`src/sv/median_hysteresis_pump_controller_defines.svh`:
```
// ----------------------------------------------------------------------------
// Assertion macros for the pump controller
// Concurrent property wrappers used by the asserting top-level file.
// ----------------------------------------------------------------------------
`ifndef MEDIAN_HYSTERESIS_PUMP_CONTROLLER_DEFINES_SVH
`define MEDIAN_HYSTERESIS_PUMP_CONTROLLER_DEFINES_SVH

// same-cycle implication, checked outside reset
`define MHPC_ASSERT_NOW(lbl, clk, rst_n, ante, cons, msg) \
    lbl: assert property (@(posedge clk) disable iff (!rst_n) (ante) |-> (cons)) \
        else $error(msg);

// next-cycle implication, checked outside reset
`define MHPC_ASSERT_NEXT(lbl, clk, rst_n, ante, cons, msg) \
    lbl: assert property (@(posedge clk) disable iff (!rst_n) (ante) |=> (cons)) \
        else $error(msg);

`endif

```
`src/sv/mhpc_pkg.sv`:
```
// ----------------------------------------------------------------------------
// mhpc_pkg
// Shared widths, reset values, register indexes and types of the controller.
// ----------------------------------------------------------------------------
package mhpc_pkg;

    localparam int LEVEL_W      = 12;
    localparam int TIME_W       = 32;
    localparam int STEP_W       = 8;
    localparam int CFG_DATA_W   = 32;
    localparam int CFG_IDX_W    = 3;
    localparam int SAMPLE_COUNT = 7;
    localparam int SAMPLE_WIDTH = 12;

    localparam logic [LEVEL_W-1:0] RST_START_DRY = 12'd1900;
    localparam logic [LEVEL_W-1:0] RST_GAP       = 12'd250;
    localparam logic [TIME_W-1:0]  RST_MIN_ON    = 32'd60000;
    localparam logic [TIME_W-1:0]  RST_MIN_OFF   = 32'd300000;
    localparam logic [TIME_W-1:0]  RST_MAX_ON    = 32'd480000;
    localparam logic [STEP_W-1:0]  RST_STEP      = 8'd10;
    localparam logic [LEVEL_W-1:0] RST_FLOOR     = 12'd200;
    localparam logic [LEVEL_W-1:0] RST_CEILING   = 12'd3900;

    typedef enum logic [CFG_IDX_W-1:0] {
        REG_START_DRY = 3'd0,
        REG_GAP       = 3'd1,
        REG_MIN_ON    = 3'd2,
        REG_MIN_OFF   = 3'd3,
        REG_MAX_ON    = 3'd4,
        REG_STEP      = 3'd5,
        REG_FLOOR     = 3'd6,
        REG_CEILING   = 3'd7
    } t_cfg_idx;

    typedef struct packed {
        logic [LEVEL_W-1:0] start_dry;
        logic [LEVEL_W-1:0] gap;
        logic [TIME_W-1:0]  min_on;
        logic [TIME_W-1:0]  min_off;
        logic [TIME_W-1:0]  max_on;
        logic [STEP_W-1:0]  step;
        logic [LEVEL_W-1:0] floor_lvl;
        logic [LEVEL_W-1:0] ceil_lvl;
        logic               load_dry;
    } t_cfg;

    typedef struct packed {
        logic [LEVEL_W-1:0] soil_level;
        logic [LEVEL_W-1:0] dry_level;
        logic               need_water;
        logic               maybe_need_water;
        logic               pump_running;
        logic               safety_cut;
    } t_result;

endpackage

```
`src/sv/mhpc_median.sv`:
```
// ----------------------------------------------------------------------------
// mhpc_median
// Median by stable rank: each sample counts the samples ordered before it.
// ----------------------------------------------------------------------------
module mhpc_median #(
    parameter int SAMPLE_COUNT = mhpc_pkg::SAMPLE_COUNT,
    parameter int SAMPLE_WIDTH = mhpc_pkg::SAMPLE_WIDTH
) (
    input  logic [SAMPLE_COUNT-1:0][SAMPLE_WIDTH-1:0] i_samples,
    output logic [SAMPLE_WIDTH-1:0]                   o_median
);

    localparam int RANK_W = $clog2(SAMPLE_COUNT + 1);
    localparam logic [RANK_W-1:0] MID = RANK_W'(SAMPLE_COUNT / 2);

    logic [SAMPLE_COUNT-1:0][RANK_W-1:0] rank;

    always_comb begin
        for (int i = 0; i < SAMPLE_COUNT; i++) begin
            rank[i] = '0;
            for (int j = 0; j < SAMPLE_COUNT; j++) begin
                // equal values: the earlier one sorts first
                if ((i_samples[j] < i_samples[i]) ||
                    ((j < i) && (i_samples[j] == i_samples[i]))) begin
                    rank[i] = rank[i] + RANK_W'(1);
                end
            end
        end
    end

    always_comb begin
        o_median = '0;
        for (int i = 0; i < SAMPLE_COUNT; i++) begin
            if (rank[i] == MID) begin
                o_median = o_median | i_samples[i];
            end
        end
    end

endmodule

```
`src/sv/mhpc_cfg_regs.sv`:
```
// ----------------------------------------------------------------------------
// mhpc_cfg_regs
// Configuration register file with write strobe for the threshold reload.
// ----------------------------------------------------------------------------
module mhpc_cfg_regs (
    input  logic                                i_clk,
    input  logic                                i_rst_n,
    input  logic                                i_cfg_wr_en,
    input  logic [mhpc_pkg::CFG_IDX_W-1:0]      i_cfg_index,
    input  logic [mhpc_pkg::CFG_DATA_W-1:0]     i_cfg_data,
    output mhpc_pkg::t_cfg                      o_cfg
);

    mhpc_pkg::t_cfg r_cfg;
    mhpc_pkg::t_cfg n_cfg;

    always_comb begin
        n_cfg          = r_cfg;
        n_cfg.load_dry = 1'b0;
        if (i_cfg_wr_en) begin
            case (mhpc_pkg::t_cfg_idx'(i_cfg_index))
                mhpc_pkg::REG_START_DRY: begin
                    n_cfg.start_dry = i_cfg_data[mhpc_pkg::LEVEL_W-1:0];
                    n_cfg.load_dry  = 1'b1;
                end
                mhpc_pkg::REG_GAP:     n_cfg.gap       = i_cfg_data[mhpc_pkg::LEVEL_W-1:0];
                mhpc_pkg::REG_MIN_ON:  n_cfg.min_on    = i_cfg_data[mhpc_pkg::TIME_W-1:0];
                mhpc_pkg::REG_MIN_OFF: n_cfg.min_off   = i_cfg_data[mhpc_pkg::TIME_W-1:0];
                mhpc_pkg::REG_MAX_ON:  n_cfg.max_on    = i_cfg_data[mhpc_pkg::TIME_W-1:0];
                mhpc_pkg::REG_STEP:    n_cfg.step      = i_cfg_data[mhpc_pkg::STEP_W-1:0];
                mhpc_pkg::REG_FLOOR:   n_cfg.floor_lvl = i_cfg_data[mhpc_pkg::LEVEL_W-1:0];
                mhpc_pkg::REG_CEILING: n_cfg.ceil_lvl  = i_cfg_data[mhpc_pkg::LEVEL_W-1:0];
                default: begin
                end
            endcase
        end
    end

    always_ff @(posedge i_clk) begin
        if (!i_rst_n) begin
            r_cfg.start_dry <= mhpc_pkg::RST_START_DRY;
            r_cfg.gap       <= mhpc_pkg::RST_GAP;
            r_cfg.min_on    <= mhpc_pkg::RST_MIN_ON;
            r_cfg.min_off   <= mhpc_pkg::RST_MIN_OFF;
            r_cfg.max_on    <= mhpc_pkg::RST_MAX_ON;
            r_cfg.step      <= mhpc_pkg::RST_STEP;
            r_cfg.floor_lvl <= mhpc_pkg::RST_FLOOR;
            r_cfg.ceil_lvl  <= mhpc_pkg::RST_CEILING;
            r_cfg.load_dry  <= 1'b0;
        end else begin
            r_cfg <= n_cfg;
        end
    end

    assign o_cfg = r_cfg;

endmodule

```
`src/sv/mhpc_ctrl.sv`:
```
// ----------------------------------------------------------------------------
// mhpc_ctrl
// Threshold adjust, hysteresis compare and pump on/off state machine.
// ----------------------------------------------------------------------------
module mhpc_ctrl #(
    parameter int SAMPLE_WIDTH = mhpc_pkg::SAMPLE_WIDTH
) (
    input  logic                            i_clk,
    input  logic                            i_rst_n,
    input  logic                            i_step,
    input  mhpc_pkg::t_cfg                  i_cfg,
    input  logic [mhpc_pkg::TIME_W-1:0]     i_now_ms,
    input  logic                            i_raise_press,
    input  logic                            i_lower_press,
    input  logic [SAMPLE_WIDTH-1:0]         i_soil,
    output mhpc_pkg::t_result               o_result
);

    // signed width that holds a sample, a threshold plus step and a negative wet level
    localparam int CW = ((SAMPLE_WIDTH > mhpc_pkg::LEVEL_W) ?
                         SAMPLE_WIDTH : mhpc_pkg::LEVEL_W) + 2;

    typedef enum logic [1:0] {
        PUMP_OFF = 2'b01,
        PUMP_ON  = 2'b10
    } t_pump;

    t_pump                          r_pump, n_pump;
    logic [mhpc_pkg::LEVEL_W-1:0]   r_dry, n_dry;
    logic [mhpc_pkg::TIME_W-1:0]    r_last, n_last;

    logic signed [CW-1:0] lo_s, hi_s, step_s, dry_s, dry_up, dry_dn, soil_s, wet_s;
    logic [mhpc_pkg::TIME_W-1:0] elapsed;
    logic need, maybe, cut;

    function automatic logic signed [CW-1:0] clamp_lvl(
        input logic signed [CW-1:0] x,
        input logic signed [CW-1:0] lo,
        input logic signed [CW-1:0] hi
    );
        logic signed [CW-1:0] y;
        if (x < lo) begin
            y = lo;
        end else if (x > hi) begin
            y = hi;
        end else begin
            y = x;
        end
        return y;
    endfunction

    always_comb begin
        lo_s   = CW'(i_cfg.floor_lvl);
        hi_s   = CW'(i_cfg.ceil_lvl);
        step_s = CW'(i_cfg.step);
        // start from a reloaded threshold that has not landed yet
        dry_s  = i_cfg.load_dry ? CW'(i_cfg.start_dry) : CW'(r_dry);
        dry_up = i_raise_press ? clamp_lvl(dry_s + step_s, lo_s, hi_s) : dry_s;
        dry_dn = i_lower_press ? clamp_lvl(dry_up - step_s, lo_s, hi_s) : dry_up;
        n_dry  = dry_dn[mhpc_pkg::LEVEL_W-1:0];

        soil_s = CW'(i_soil);
        wet_s  = CW'(n_dry) - CW'(i_cfg.gap);
        need   = soil_s > CW'(n_dry);
        maybe  = (soil_s > wet_s) && !need;

        elapsed = i_now_ms - r_last;
        n_pump  = r_pump;
        n_last  = r_last;
        cut     = 1'b0;
        case (r_pump)
            PUMP_OFF: begin
                if ((elapsed >= i_cfg.min_off) && need) begin
                    n_pump = PUMP_ON;
                    n_last = i_now_ms;
                end
            end
            PUMP_ON: begin
                if (elapsed >= i_cfg.max_on) begin
                    n_pump = PUMP_OFF;
                    n_last = i_now_ms;
                    cut    = 1'b1;
                end else if ((elapsed >= i_cfg.min_on) && (soil_s < wet_s)) begin
                    n_pump = PUMP_OFF;
                    n_last = i_now_ms;
                end
            end
            default: begin
                n_pump = PUMP_OFF;
            end
        endcase
    end

    always_ff @(posedge i_clk) begin
        if (!i_rst_n) begin
            r_pump <= PUMP_OFF;
            r_dry  <= mhpc_pkg::RST_START_DRY;
            r_last <= '0;
        end else if (i_step) begin
            r_pump <= n_pump;
            r_dry  <= n_dry;
            r_last <= n_last;
        end else if (i_cfg.load_dry) begin
            r_dry <= i_cfg.start_dry;
        end
    end

    assign o_result.soil_level       = mhpc_pkg::LEVEL_W'(i_soil);
    assign o_result.dry_level        = n_dry;
    assign o_result.need_water       = need;
    assign o_result.maybe_need_water = maybe;
    assign o_result.pump_running     = (n_pump == PUMP_ON);
    assign o_result.safety_cut       = cut;

endmodule

```
`src/sv/median_hysteresis_pump_controller.sv`:
```
// An accepted request is captured in the input register; its result is then captured in the
// result register, which drives the result outputs.
// Throughput: one request per cycle; the median, threshold and pump logic sits between
// the input register and the result register; a held result stalls input once both fill.
// Reset (synchronous, active low): pipeline empty, pump off, switch time 0,
// dry threshold and all configuration registers at their default values.
// ----------------------------------------------------------------------------
// median_hysteresis_pump_controller
// Soil moisture pump controller: median filter, hysteresis, min on/off times.
// ----------------------------------------------------------------------------
`include "median_hysteresis_pump_controller_defines.svh"

module median_hysteresis_pump_controller #(
    parameter int SAMPLE_WIDTH = mhpc_pkg::SAMPLE_WIDTH
) (
    input  logic                              i_clk,
    input  logic                              i_rst_n,
    input  logic                              i_cfg_wr_en,
    input  logic [mhpc_pkg::CFG_IDX_W-1:0]    i_cfg_index,
    input  logic [mhpc_pkg::CFG_DATA_W-1:0]   i_cfg_data,
    input  logic                              i_in_valid,
    output logic                              o_in_ready,
    input  logic [mhpc_pkg::TIME_W-1:0]       i_now_ms,
    input  logic                              i_raise_press,
    input  logic                              i_lower_press,
    input  logic [SAMPLE_WIDTH-1:0]           i_sample_0,
    input  logic [SAMPLE_WIDTH-1:0]           i_sample_1,
    input  logic [SAMPLE_WIDTH-1:0]           i_sample_2,
    input  logic [SAMPLE_WIDTH-1:0]           i_sample_3,
    input  logic [SAMPLE_WIDTH-1:0]           i_sample_4,
    input  logic [SAMPLE_WIDTH-1:0]           i_sample_5,
    input  logic [SAMPLE_WIDTH-1:0]           i_sample_6,
    output logic                              o_out_valid,
    input  logic                              i_out_ready,
    output logic [mhpc_pkg::LEVEL_W-1:0]      o_soil_level,
    output logic [mhpc_pkg::LEVEL_W-1:0]      o_dry_level,
    output logic                              o_need_water,
    output logic                              o_maybe_need_water,
    output logic                              o_pump_running,
    output logic                              o_safety_cut
);

    logic [mhpc_pkg::SAMPLE_COUNT-1:0][SAMPLE_WIDTH-1:0] samples;
    logic [SAMPLE_WIDTH-1:0] median;
    mhpc_pkg::t_cfg    cfg;
    mhpc_pkg::t_result result;

    logic                          r_in_vld;
    logic [mhpc_pkg::TIME_W-1:0]   r_now;
    logic                          r_raise, r_lower;
    logic [mhpc_pkg::SAMPLE_COUNT-1:0][SAMPLE_WIDTH-1:0] r_samples;
    logic                          r_out_vld;
    mhpc_pkg::t_result             r_res;

    logic advance, accept, step;

    assign samples = {i_sample_6, i_sample_5, i_sample_4, i_sample_3,
                      i_sample_2, i_sample_1, i_sample_0};

    mhpc_median #(
        .SAMPLE_COUNT (mhpc_pkg::SAMPLE_COUNT),
        .SAMPLE_WIDTH (SAMPLE_WIDTH)
    ) u_median (
        .i_samples (r_samples),
        .o_median  (median)
    );

    mhpc_cfg_regs u_cfg (
        .i_clk       (i_clk),
        .i_rst_n     (i_rst_n),
        .i_cfg_wr_en (i_cfg_wr_en),
        .i_cfg_index (i_cfg_index),
        .i_cfg_data  (i_cfg_data),
        .o_cfg       (cfg)
    );

    // result register frees up when empty or taken this cycle
    assign advance    = !r_out_vld || i_out_ready;
    assign o_in_ready = !r_in_vld || advance;
    assign accept     = i_in_valid && o_in_ready;
    assign step       = r_in_vld && advance;

    mhpc_ctrl #(
        .SAMPLE_WIDTH (SAMPLE_WIDTH)
    ) u_ctrl (
        .i_clk         (i_clk),
        .i_rst_n       (i_rst_n),
        .i_step        (step),
        .i_cfg         (cfg),
        .i_now_ms      (r_now),
        .i_raise_press (r_raise),
        .i_lower_press (r_lower),
        .i_soil        (median),
        .o_result      (result)
    );

    always_ff @(posedge i_clk) begin
        if (!i_rst_n) begin
            r_in_vld  <= 1'b0;
            r_out_vld <= 1'b0;
        end else begin
            if (o_in_ready) begin
                r_in_vld <= i_in_valid;
            end
            if (advance) begin
                r_out_vld <= r_in_vld;
            end
        end
    end

    always_ff @(posedge i_clk) begin
        if (accept) begin
            r_now     <= i_now_ms;
            r_raise   <= i_raise_press;
            r_lower   <= i_lower_press;
            r_samples <= samples;
        end
        if (step) begin
            r_res <= result;
        end
    end

    assign o_out_valid        = r_out_vld;
    assign o_soil_level       = r_res.soil_level;
    assign o_dry_level        = r_res.dry_level;
    assign o_need_water       = r_res.need_water;
    assign o_maybe_need_water = r_res.maybe_need_water;
    assign o_pump_running     = r_res.pump_running;
    assign o_safety_cut       = r_res.safety_cut;

    `MHPC_ASSERT_NOW(a_cut_stops_pump, i_clk, i_rst_n, o_out_valid && o_safety_cut, !o_pump_running, "safety cut with pump still running")
    `MHPC_ASSERT_NOW(a_need_excl_maybe, i_clk, i_rst_n, o_out_valid, !(o_need_water && o_maybe_need_water), "need and maybe both set")
    `MHPC_ASSERT_NEXT(a_step_lands, i_clk, i_rst_n, step, o_out_valid, "stepped request did not reach result register")

endmodule

```
`config.mk`:
```
export PLATFORM = sky130hd
export DESIGN_NAME = median_hysteresis_pump_controller
export DESIGN_NICKNAME = d
export VERILOG_FILES = /design/src/sv/mhpc_pkg.sv /design/src/sv/mhpc_median.sv /design/src/sv/mhpc_cfg_regs.sv /design/src/sv/mhpc_ctrl.sv /design/src/sv/median_hysteresis_pump_controller.sv
export VERILOG_INCLUDE_DIRS = /design/src /design/src/sv
export SDC_FILE = /design/constraint.sdc
export NUM_CORES = 1
export LEC_CHECK = 0
export ABC_AREA = 1
export BUFFER_PORTS_ARGS = -buffer_cell sky130_fd_sc_hd__buf_2
export CORE_MARGIN = 4
export CORE_UTILIZATION = 54
export CTS_CLUSTER_DIAMETER = 40
export CTS_CLUSTER_SIZE = 10
export DETAILED_ROUTE_END_ITERATION = 8
export HOLD_SLACK_MARGIN = 0.03
export PLACE_DENSITY = 0.73
export SYNTH_ARGS = -nofsm -noshare
export SYNTH_HDL_FRONTEND = slang
export SYNTH_SLANG_ARGS = --single-unit
```
`constraint.sdc`:
```
create_clock -name i_clk -period 29.9 [get_ports i_clk]
set_input_delay 5.98 -clock i_clk [delete_from_list [all_inputs] [get_ports i_clk]]
set_output_delay 5.98 -clock i_clk [all_outputs]
set_load 0.03 [all_outputs]
```
==> results of run 1 <==
worst max-delay path by stage:
stage / startpoint / endpoint / slack, ns / cells past startpoint
finish: i_out_ready / o_in_ready / 17.49 / 4
global route: u_cfg.o_cfg[0] / u_ctrl.r_last[10] / 16.39 / 71
CTS: i_out_ready / o_in_ready / 17.49 / 4
detailed placement: i_out_ready / o_in_ready / 17.49 / 4
global placement: i_out_ready / o_in_ready / 17.50 / 4
floorplan: i_out_ready / o_in_ready / 17.62 / 2
flip-flops by register name, summed over array words and instances, names as in the netlist, 2 cells and up:
signal and count:
u_cfg.o_cfg 153, r_samples 84, r_now 32, u_ctrl.r_last 32, o_dry_level 12, o_soil_level 12, u_ctrl.r_dry 12, u_ctrl.r_pump 2
cells by family (layout without fill, tap and decap cells):
| kind of cell | Yosys count | after routing |
|---|---|---|
| compound gates | 784 | 784 |
| xor+xnor | 89 | 89 |
| fa+ha+maj | 518 | 518 |
| buf+inv | 579 | 827 |
| flops | 347 | 347 |
| mux | 1 | 1 |
| other cells | 0 | 2 |
| simple gates | 1053 | 1053 |
layout make-up:
class,instances,area [sq um]
diodes,2,5.00
flip-flops and latches,347,8410
repair buffers,204,1070
well taps,664,831
clock buffers,84,1830
multi-input cells,2445,16300
inverters,503,1890
clock inverters,36,422
fillers,4354,18300
power groups by stage:
stage	clock [uW]	sequential (uW)	combinational, uW
final	752	580	1140
after global routing	789	584	1290
after CTS	764	580	1130
after detailed placement	0	588	1120
after global placement	0	588	1090
after floorplan	0	601	788
layer usage:
metal	up-vias	wire length, um	global-route usage
met3	188	6730	0.0677
met1	10700	32600	0.371
met2	880	32800	0.444
met4	6	3000	0.101
li1	11900	-	-
met5	-	41	0
per-stage QoR:
stage	utilization	instances	hold WS (ns)
global route	0.626	4283	0.472
floorplan	-	3371	0.429
finish	0.626	4285	0.459
CTS	0.626	4283	0.457
global placement	0.580	4163	0.439
detailed placement	0.580	4163	0.443
worst max-delay path, cell delays in order:
cell and delay [ns]:
buf_2 0.10, inv_1 0.05, nand3_1 0.10, buf_2 0.20
cell usage after synthesis (all sizes together) (56+ instances only):
cell,number
nand2,599
ha,514
inv,503
a21oi,375
o21ai,236
nor2,219
dfxtp,201
edfxtp,146
nand3,145
clkbuf,64
xor2,61
o211ai,58
nand4,56
==> results.sh, run 1 <==
export IMPL_drcViolationCount=0
export IMPL_synth_cell_area_sq_um=26900
export IMPL_yosysTopAreaCellShare=0.239
export IMPL_hold_buffers=0
export IMPL_post_cts_resized=0
export IMPL_place_area_sq_um=28500
export IMPL_die_w_um=231
export IMPL_clk_pin_slew_worst_paths_ns=0.05
export IMPL_tightest_slew_ns=1.27
export IMPL_grt_pass1_vias=22500
export IMPL_syn_inst=3371
export IMPL_p_seq_frac=0.235
export IMPL_setup_violations=0
export IMPL_synthArstFlopShare=0
export IMPL_io_buffers=187
export IMPL_slew_viol_final=0
export IMPL_routabilityCongestion=0.959
export IMPL_intPower_uw=1450
export IMPL_initial_core_util=0.548
export IMPL_postCtsSetupBuffers=0
export IMPL_grt_max_degree=103
export IMPL_hold_path_startpoint="u_cfg.o_cfg[146]"
export IMPL_hold_viol_final=0
export IMPL_setup_tns_ns=0
export IMPL_rsz0062_at_grt="false"
export IMPL_period_share=0.415
export IMPL_io_pins=188
export IMPL_drive_above_1_share=0.105
export IMPL_drt_iter0_drc=1947
export IMPL_routedWlPerCell_um=17.5
export IMPL_required_ns=23.92
export IMPL_dieHeight_um=231
export IMPL_r2r_slack_ns=17.62
export IMPL_dpl_worst_slack_ns=17.49
export IMPL_cts_tree="built"
export IMPL_hold_depth=2
export IMPL_ys_warn_count=0
export IMPL_swShare=0.412
export IMPL_cp_end_kind="primary output"
export IMPL_synth_compound_area_frac=0.164
export IMPL_r2r_cells=71
export IMPL_grt_first_pass_wirelength_mm=119
export IMPL_yosys_top_cells_area="ha_1 24%, edfxtp_1 16%, dfxtp_1 15%"
export IMPL_worst_slack_ns=17.49
export IMPL_dr_pass1_iters=6
export IMPL_cts_made_buffers=67
export IMPL_synth_fa_ha_area_frac=0.242
export IMPL_dieArea_sq_um=53400
export IMPL_core_sq_um=49100
export IMPL_htreeDepth=3
export IMPL_max_slew_margin_rel=0.152
export IMPL_clk_path_buf_depth=3
export IMPL_rows=81
export IMPL_grt_overflow_total=0
export IMPL_status="completed"
export IMPL_fin_nets=4244
export IMPL_ys_seq_area_frac=0.313
export IMPL_synth_top_family_by_area="adder cells"
export IMPL_drt_vias_per_instance=5.54
export IMPL_antenna_found_initial=5
export IMPL_min_to="u_cfg.o_cfg[146]"
export IMPL_cp_max_fo=3
export IMPL_final_common_cell="nand2_1"
export IMPL_cts_sinks=347
export IMPL_fmax_ghz=0.0806
export IMPL_final_cell_mix="565 x nand2_1, 514 x ha_1, 492 x inv_1, 372 x a21oi_1, 226 x o21ai_0"
export IMPL_synth_edff_count=146
export IMPL_routed_wl_mm=75.1
export IMPL_ys_ff_latch=347
export IMPL_num_vias=23700
export IMPL_ant_nets=0
export IMPL_area_growth_pct=14.2
export IMPL_yosys_area_share_xor_xnor=0.0290
export IMPL_vdd_drop_max_uv=70.6
export IMPL_skew_ns=0.0244
export IMPL_synth_fp_nets=4047
export IMPL_power_switching_uw=1020
export IMPL_min_delay_path_class="flop to flop"
export IMPL_leakage_uw=0.0149
export IMPL_clock_latency_ns=0.60
export IMPL_stdcell_area_sq_um=30700
export IMPL_hpwl_mm=57.4
export IMPL_synth_ff_type="dfxtp_1"
export IMPL_power_density_nw_per_um2=80.4
export IMPL_synth_area_leader_cell="ha_1"
export IMPL_synth_distinct_cells=59
export IMPL_grt_usage=0.279
export IMPL_power_uw=2470
export IMPL_combPwrFrac=0.460
export IMPL_regToRegEndpoint="u_ctrl.r_last[17]"
export IMPL_synth_avg_cell_area_sq_um=7.98
export IMPL_synth_simple_area_share=0.170
export IMPL_crit_type="input port to primary output"
export IMPL_cp_arrival_ns=6.43
export IMPL_drv_cap=0
export IMPL_post_route_min_period_ns=12.41
export IMPL_rr_startpoint="u_cfg.o_cfg[0]"
export IMPL_muxShareOfSynthArea=0.000419
export IMPL_start_kind="input port"
export IMPL_root_buffer="clkbuf_16"
export IMPL_pwr_share_clk=0.305
(Power assumes the default switching activity.)
==> inputs of run 2 (changes only) <==
--- a/config.mk
+++ b/config.mk
@@ -6,7 +6,7 @@
 export SDC_FILE = /design/constraint.sdc
 export NUM_CORES = 1
 export LEC_CHECK = 0
-export ABC_AREA = 1
+export ABC_AREA = 0
 export BUFFER_PORTS_ARGS = -buffer_cell sky130_fd_sc_hd__buf_2
 export CORE_MARGIN = 4
 export CORE_UTILIZATION = 54
@@ -14,7 +14,7 @@
 export CTS_CLUSTER_SIZE = 10
 export DETAILED_ROUTE_END_ITERATION = 8
 export HOLD_SLACK_MARGIN = 0.03
-export PLACE_DENSITY = 0.73
+export PLACE_DENSITY = 0.75
 export SYNTH_ARGS = -nofsm -noshare
 export SYNTH_HDL_FRONTEND = slang
 export SYNTH_SLANG_ARGS = --single-unit
==> constraint.sdc (replaced) <==
create_clock -name i_clk -period 10.9 [get_ports i_clk]
set_input_delay 2.18 -clock i_clk [delete_from_list [all_inputs] [get_ports i_clk]]
set_output_delay 2.18 -clock i_clk [all_outputs]
set_load 0.03 [all_outputs]
==> run 2 against run 1 <==
Against the previous run: via count rose by 7.1%; hold slack got worse by 0.0051 ns; sequential cell count unchanged; synthesized cell count is 8.0% lower; synthesized area up 2.4%; sequential share of layout area fell by 1.9 points; register-to-register slack got worse by 17 ns; sequential power grew to 2.8 times the previous value; setup slack worse by 17 ns; core utilization is 3.0 points higher; critical path type is now flop to flop.
==> results.sh, run 2 <==
export IMPL_syn_inst=3102
export IMPL_required_ns=11.44
export IMPL_grt_first_pass_wirelength_mm=140
export IMPL_dp_cells=4043
export IMPL_leakage_uw=0.0149
export IMPL_hold_buffers=0
export IMPL_grt_pass1_vias=24800
export IMPL_path_common_cell="a21oi_2"
export IMPL_drt_vias_per_instance=6.08
export IMPL_skew_ns=0.0380
export IMPL_synth_compound_area_frac=0.196
export IMPL_synth_avg_cell_area_sq_um=8.88
export IMPL_core_sq_um=50300
export IMPL_num_vias=25400
export IMPL_fin_nets=4142
export IMPL_cts_made_buffers=54
export IMPL_htreeDepth=2
export IMPL_cp_end_kind="flop"
export IMPL_synth_fp_nets=3778
export IMPL_drive_above_1_share=0.181
export IMPL_min_delay_path_class="flop to flop"
export IMPL_synth_ff_type="dfxtp_1"
export IMPL_routed_wl_mm=93.6
export IMPL_status="completed"
export IMPL_fill_cells=4177
export IMPL_min_to="u_cfg.o_cfg[82]"
export IMPL_drt_iter0_drc=2183
export IMPL_synth_area_leader_cell="ha_1"
export IMPL_post_route_min_period_ns=10.77
export IMPL_hold_path_startpoint="u_cfg.o_cfg[82]"
export IMPL_cts_tree="built"
export IMPL_hold_viol_final=0
export IMPL_r2r_cells=60
export IMPL_rsz0062_at_grt="true"
export IMPL_yosysMostFrequentCell="ha_1"
export IMPL_routabilityCongestion=1.01
export IMPL_final_cell_mix="499 x ha_1, 432 x nand2_1, 321 x inv_1, 240 x a21oi_1"
export IMPL_area_growth_pct=19.8
export IMPL_grt_usage=0.331
export IMPL_synth_distinct_cells=94
export IMPL_yosys_top_cells_area="ha_1 23%, edfxtp_1 16%, dfxtp_1 15%"
export IMPL_synth_edff_count=146
export IMPL_period_share=0.988
export IMPL_ys_seq_area_frac=0.305
export IMPL_io_pins=188
export IMPL_final_common_cell="ha_1"
export IMPL_crit_type="flop to flop"
export IMPL_dieHeight_um=234
export IMPL_drv_cap=0
export IMPL_ant_nets=0
export IMPL_r2r_slack_ns=0.13
export IMPL_rr_startpoint="u_cfg.o_cfg[0]"
export IMPL_antenna_found_initial=3
export IMPL_die_w_um=234
export IMPL_ys_warn_count=0
export IMPL_tightest_slew_ns=1.24
export IMPL_cpPeakStageDelay_ns=0.39
export IMPL_dr_pass1_iters=5
export IMPL_rows=82
export IMPL_power_density_nw_per_um2=222
export IMPL_worst_slack_ns=0.125
export IMPL_start_kind="flop"
export IMPL_synth_fa_ha_area_frac=0.237
export IMPL_yosys_area_share_xor_xnor=0.0339
export IMPL_slowest_stage="a2111oi_4"
export IMPL_root_buffer="clkbuf_16"
export IMPL_slew_viol_final=0
export IMPL_io_buffers=187
export IMPL_cp_max_fo=8
export IMPL_grt_max_degree=83
export IMPL_hold_depth=2
export IMPL_synth_top_family_by_area="adder cells"
export IMPL_yosysTopAreaCellShare=0.234
export IMPL_initial_core_util=0.548
export IMPL_clock_latency_ns=0.62
export IMPL_muxShareOfSynthArea=0.0236
export IMPL_stdcell_area_sq_um=33000
export IMPL_ys_top_cells_by_count="514 x ha_1, 436 x nand2_1, 323 x inv_1"
export IMPL_synth_simple_area_share=0.147
export IMPL_finalNonFillerCells=4181
export IMPL_drcViolationCount=0
export IMPL_dieArea_sq_um=54700
export IMPL_largest_reg_flops=153
export IMPL_grt_overflow_total=0
export IMPL_hpwl_mm=71.4
export IMPL_clk_pin_slew_worst_paths_ns=0.05
export IMPL_cp_arrival_ns=11.32
export IMPL_synth_cell_area_sq_um=27500
export IMPL_place_area_sq_um=30200
export IMPL_dpl_worst_slack_ns=-0.737
export IMPL_synthArstFlopShare=0
export IMPL_vdd_drop_max_uv=179
export IMPL_regToRegEndpoint="u_ctrl.r_last[23]"
export IMPL_routedWlPerCell_um=22.4
export IMPL_setup_violations=0
export IMPL_clk_path_buf_depth=3
export IMPL_holdWs_ns=0.454
export IMPL_fmax_ghz=0.0928
export IMPL_ys_ff_latch=347
export IMPL_max_slew_margin_rel=0.171
export IMPL_cts_sinks=347
export IMPL_power_uw=7320
export IMPL_startpoint="u_cfg.o_cfg[0]"
run 2: cell types whose count changed in the layout (fill, tap and decap cells not counted), moves of 40 or more:
| cell | previous run | this run |
|---|---|---|
| a21o_1 | 8 | 131 |
| o21a_1 | 5 | 58 |
| mux2i_1 | 0 | 40 |
| nor2b_1 | 0 | 45 |
| a21oi_1 | 372 | 240 |
| nand3_1 | 141 | 58 |
| inv_1 | 492 | 321 |
| nand2_1 | 565 | 432 |
| nor2_1 | 213 | 101 |
| o21ai_0 | 226 | 95 |
| buf_4 | 18 | 200 |
run 2: kinds of logic (layout without fill, tap and decap cells):
| logic type | count (synthesis) | count (layout) |
|---|---|---|
| fa+ha+maj | 518 | 518 |
| compound gates | 815 | 815 |
| xor+xnor | 87 | 87 |
| simple gates | 865 | 865 |
| other cells | 0 | 2 |
| buf+inv | 409 | 814 |
| mux | 61 | 61 |
| flops | 347 | 347 |
run 2: routing by layer:
layer / vias to the layer above / part of all wire / track usage
met5: - / 0.00018 / 0
met4: 2 / 0.036 / 0.111
met3: 214 / 0.10 / 0.0632
met2: 1168 / 0.43 / 0.516
met1: 12100 / 0.43 / 0.463
li1: 11900 / - / -
run 2: what timing repair did:
action,CTS,global route
endpoints found under the setup margin,36,36
cloned,2,1
buffers inserted,20,17
pin swaps,37,64
resized for setup,52,74
run 2: worst max-delay path by stage:
stage / endpoint / slack, ns / cells after the start
2_1_floorplan: u_ctrl.r_last[10] / 0.02 / 60
3_3_place_gp: u_ctrl.r_last[7] / -0.40 / 57
3_5_place_dp: u_ctrl.r_last[17] / -0.74 / 59
4_1_cts: u_ctrl.r_last[15] / 0.004 / 60
5_1_grt: u_ctrl.r_last[4] / -0.37 / 57
6_report: u_ctrl.r_last[23] / 0.13 / 60
run 2: critical path, delay by kind of cell, from the launching register on:
| kind | cells | cell delay (ns) |
|---|---|---|
| AOI/OAI and AO/OA | 25 | 4.39 |
| muxes | 2 | 0.51 |
| adders and majority gates | 9 | 2.48 |
| DFF | 1 | 0.38 |
| and+or+nand+nor | 13 | 1.33 |
| xor gates and xnor gates | 3 | 0.56 |
| buffers and inverters | 8 | 1.00 |
run 2: layout make-up:
type / count / area [sq um] / share of cell area
Sequential cell: 347 / 8410 / 0.255
Multi-Input combinational cell: 2346 / 18200 / 0.550
Timing Repair Buffer: 392 / 2560 / 0.0776
Tap cell: 672 / 841 / 0.0255
Inverter: 325 / 1220 / 0.0370
Clock inverter: 28 / 310 / 0.00941
Antenna cell: 2 / 5.00 / 0.000152
Clock buffer: 69 / 1480 / 0.0449
run 2: through the flow:
stage,util,setup TNS [ns]
floorplan,-,0
global placement,0.602,-13.07
detailed placement,0.602,-23.96
CTS,0.646,0
global route,0.656,-11.64
finish,0.656,0
run 2: where the power goes:
part / leakage (uW) / total (uW) / switching, uW / internal, uW
clock network: 0.000869 / 1690 / 647 / 1040
logic: 0.0110 / 4020 / 2280 / 1750
registers: 0.00305 / 1610 / 94.4 / 1520
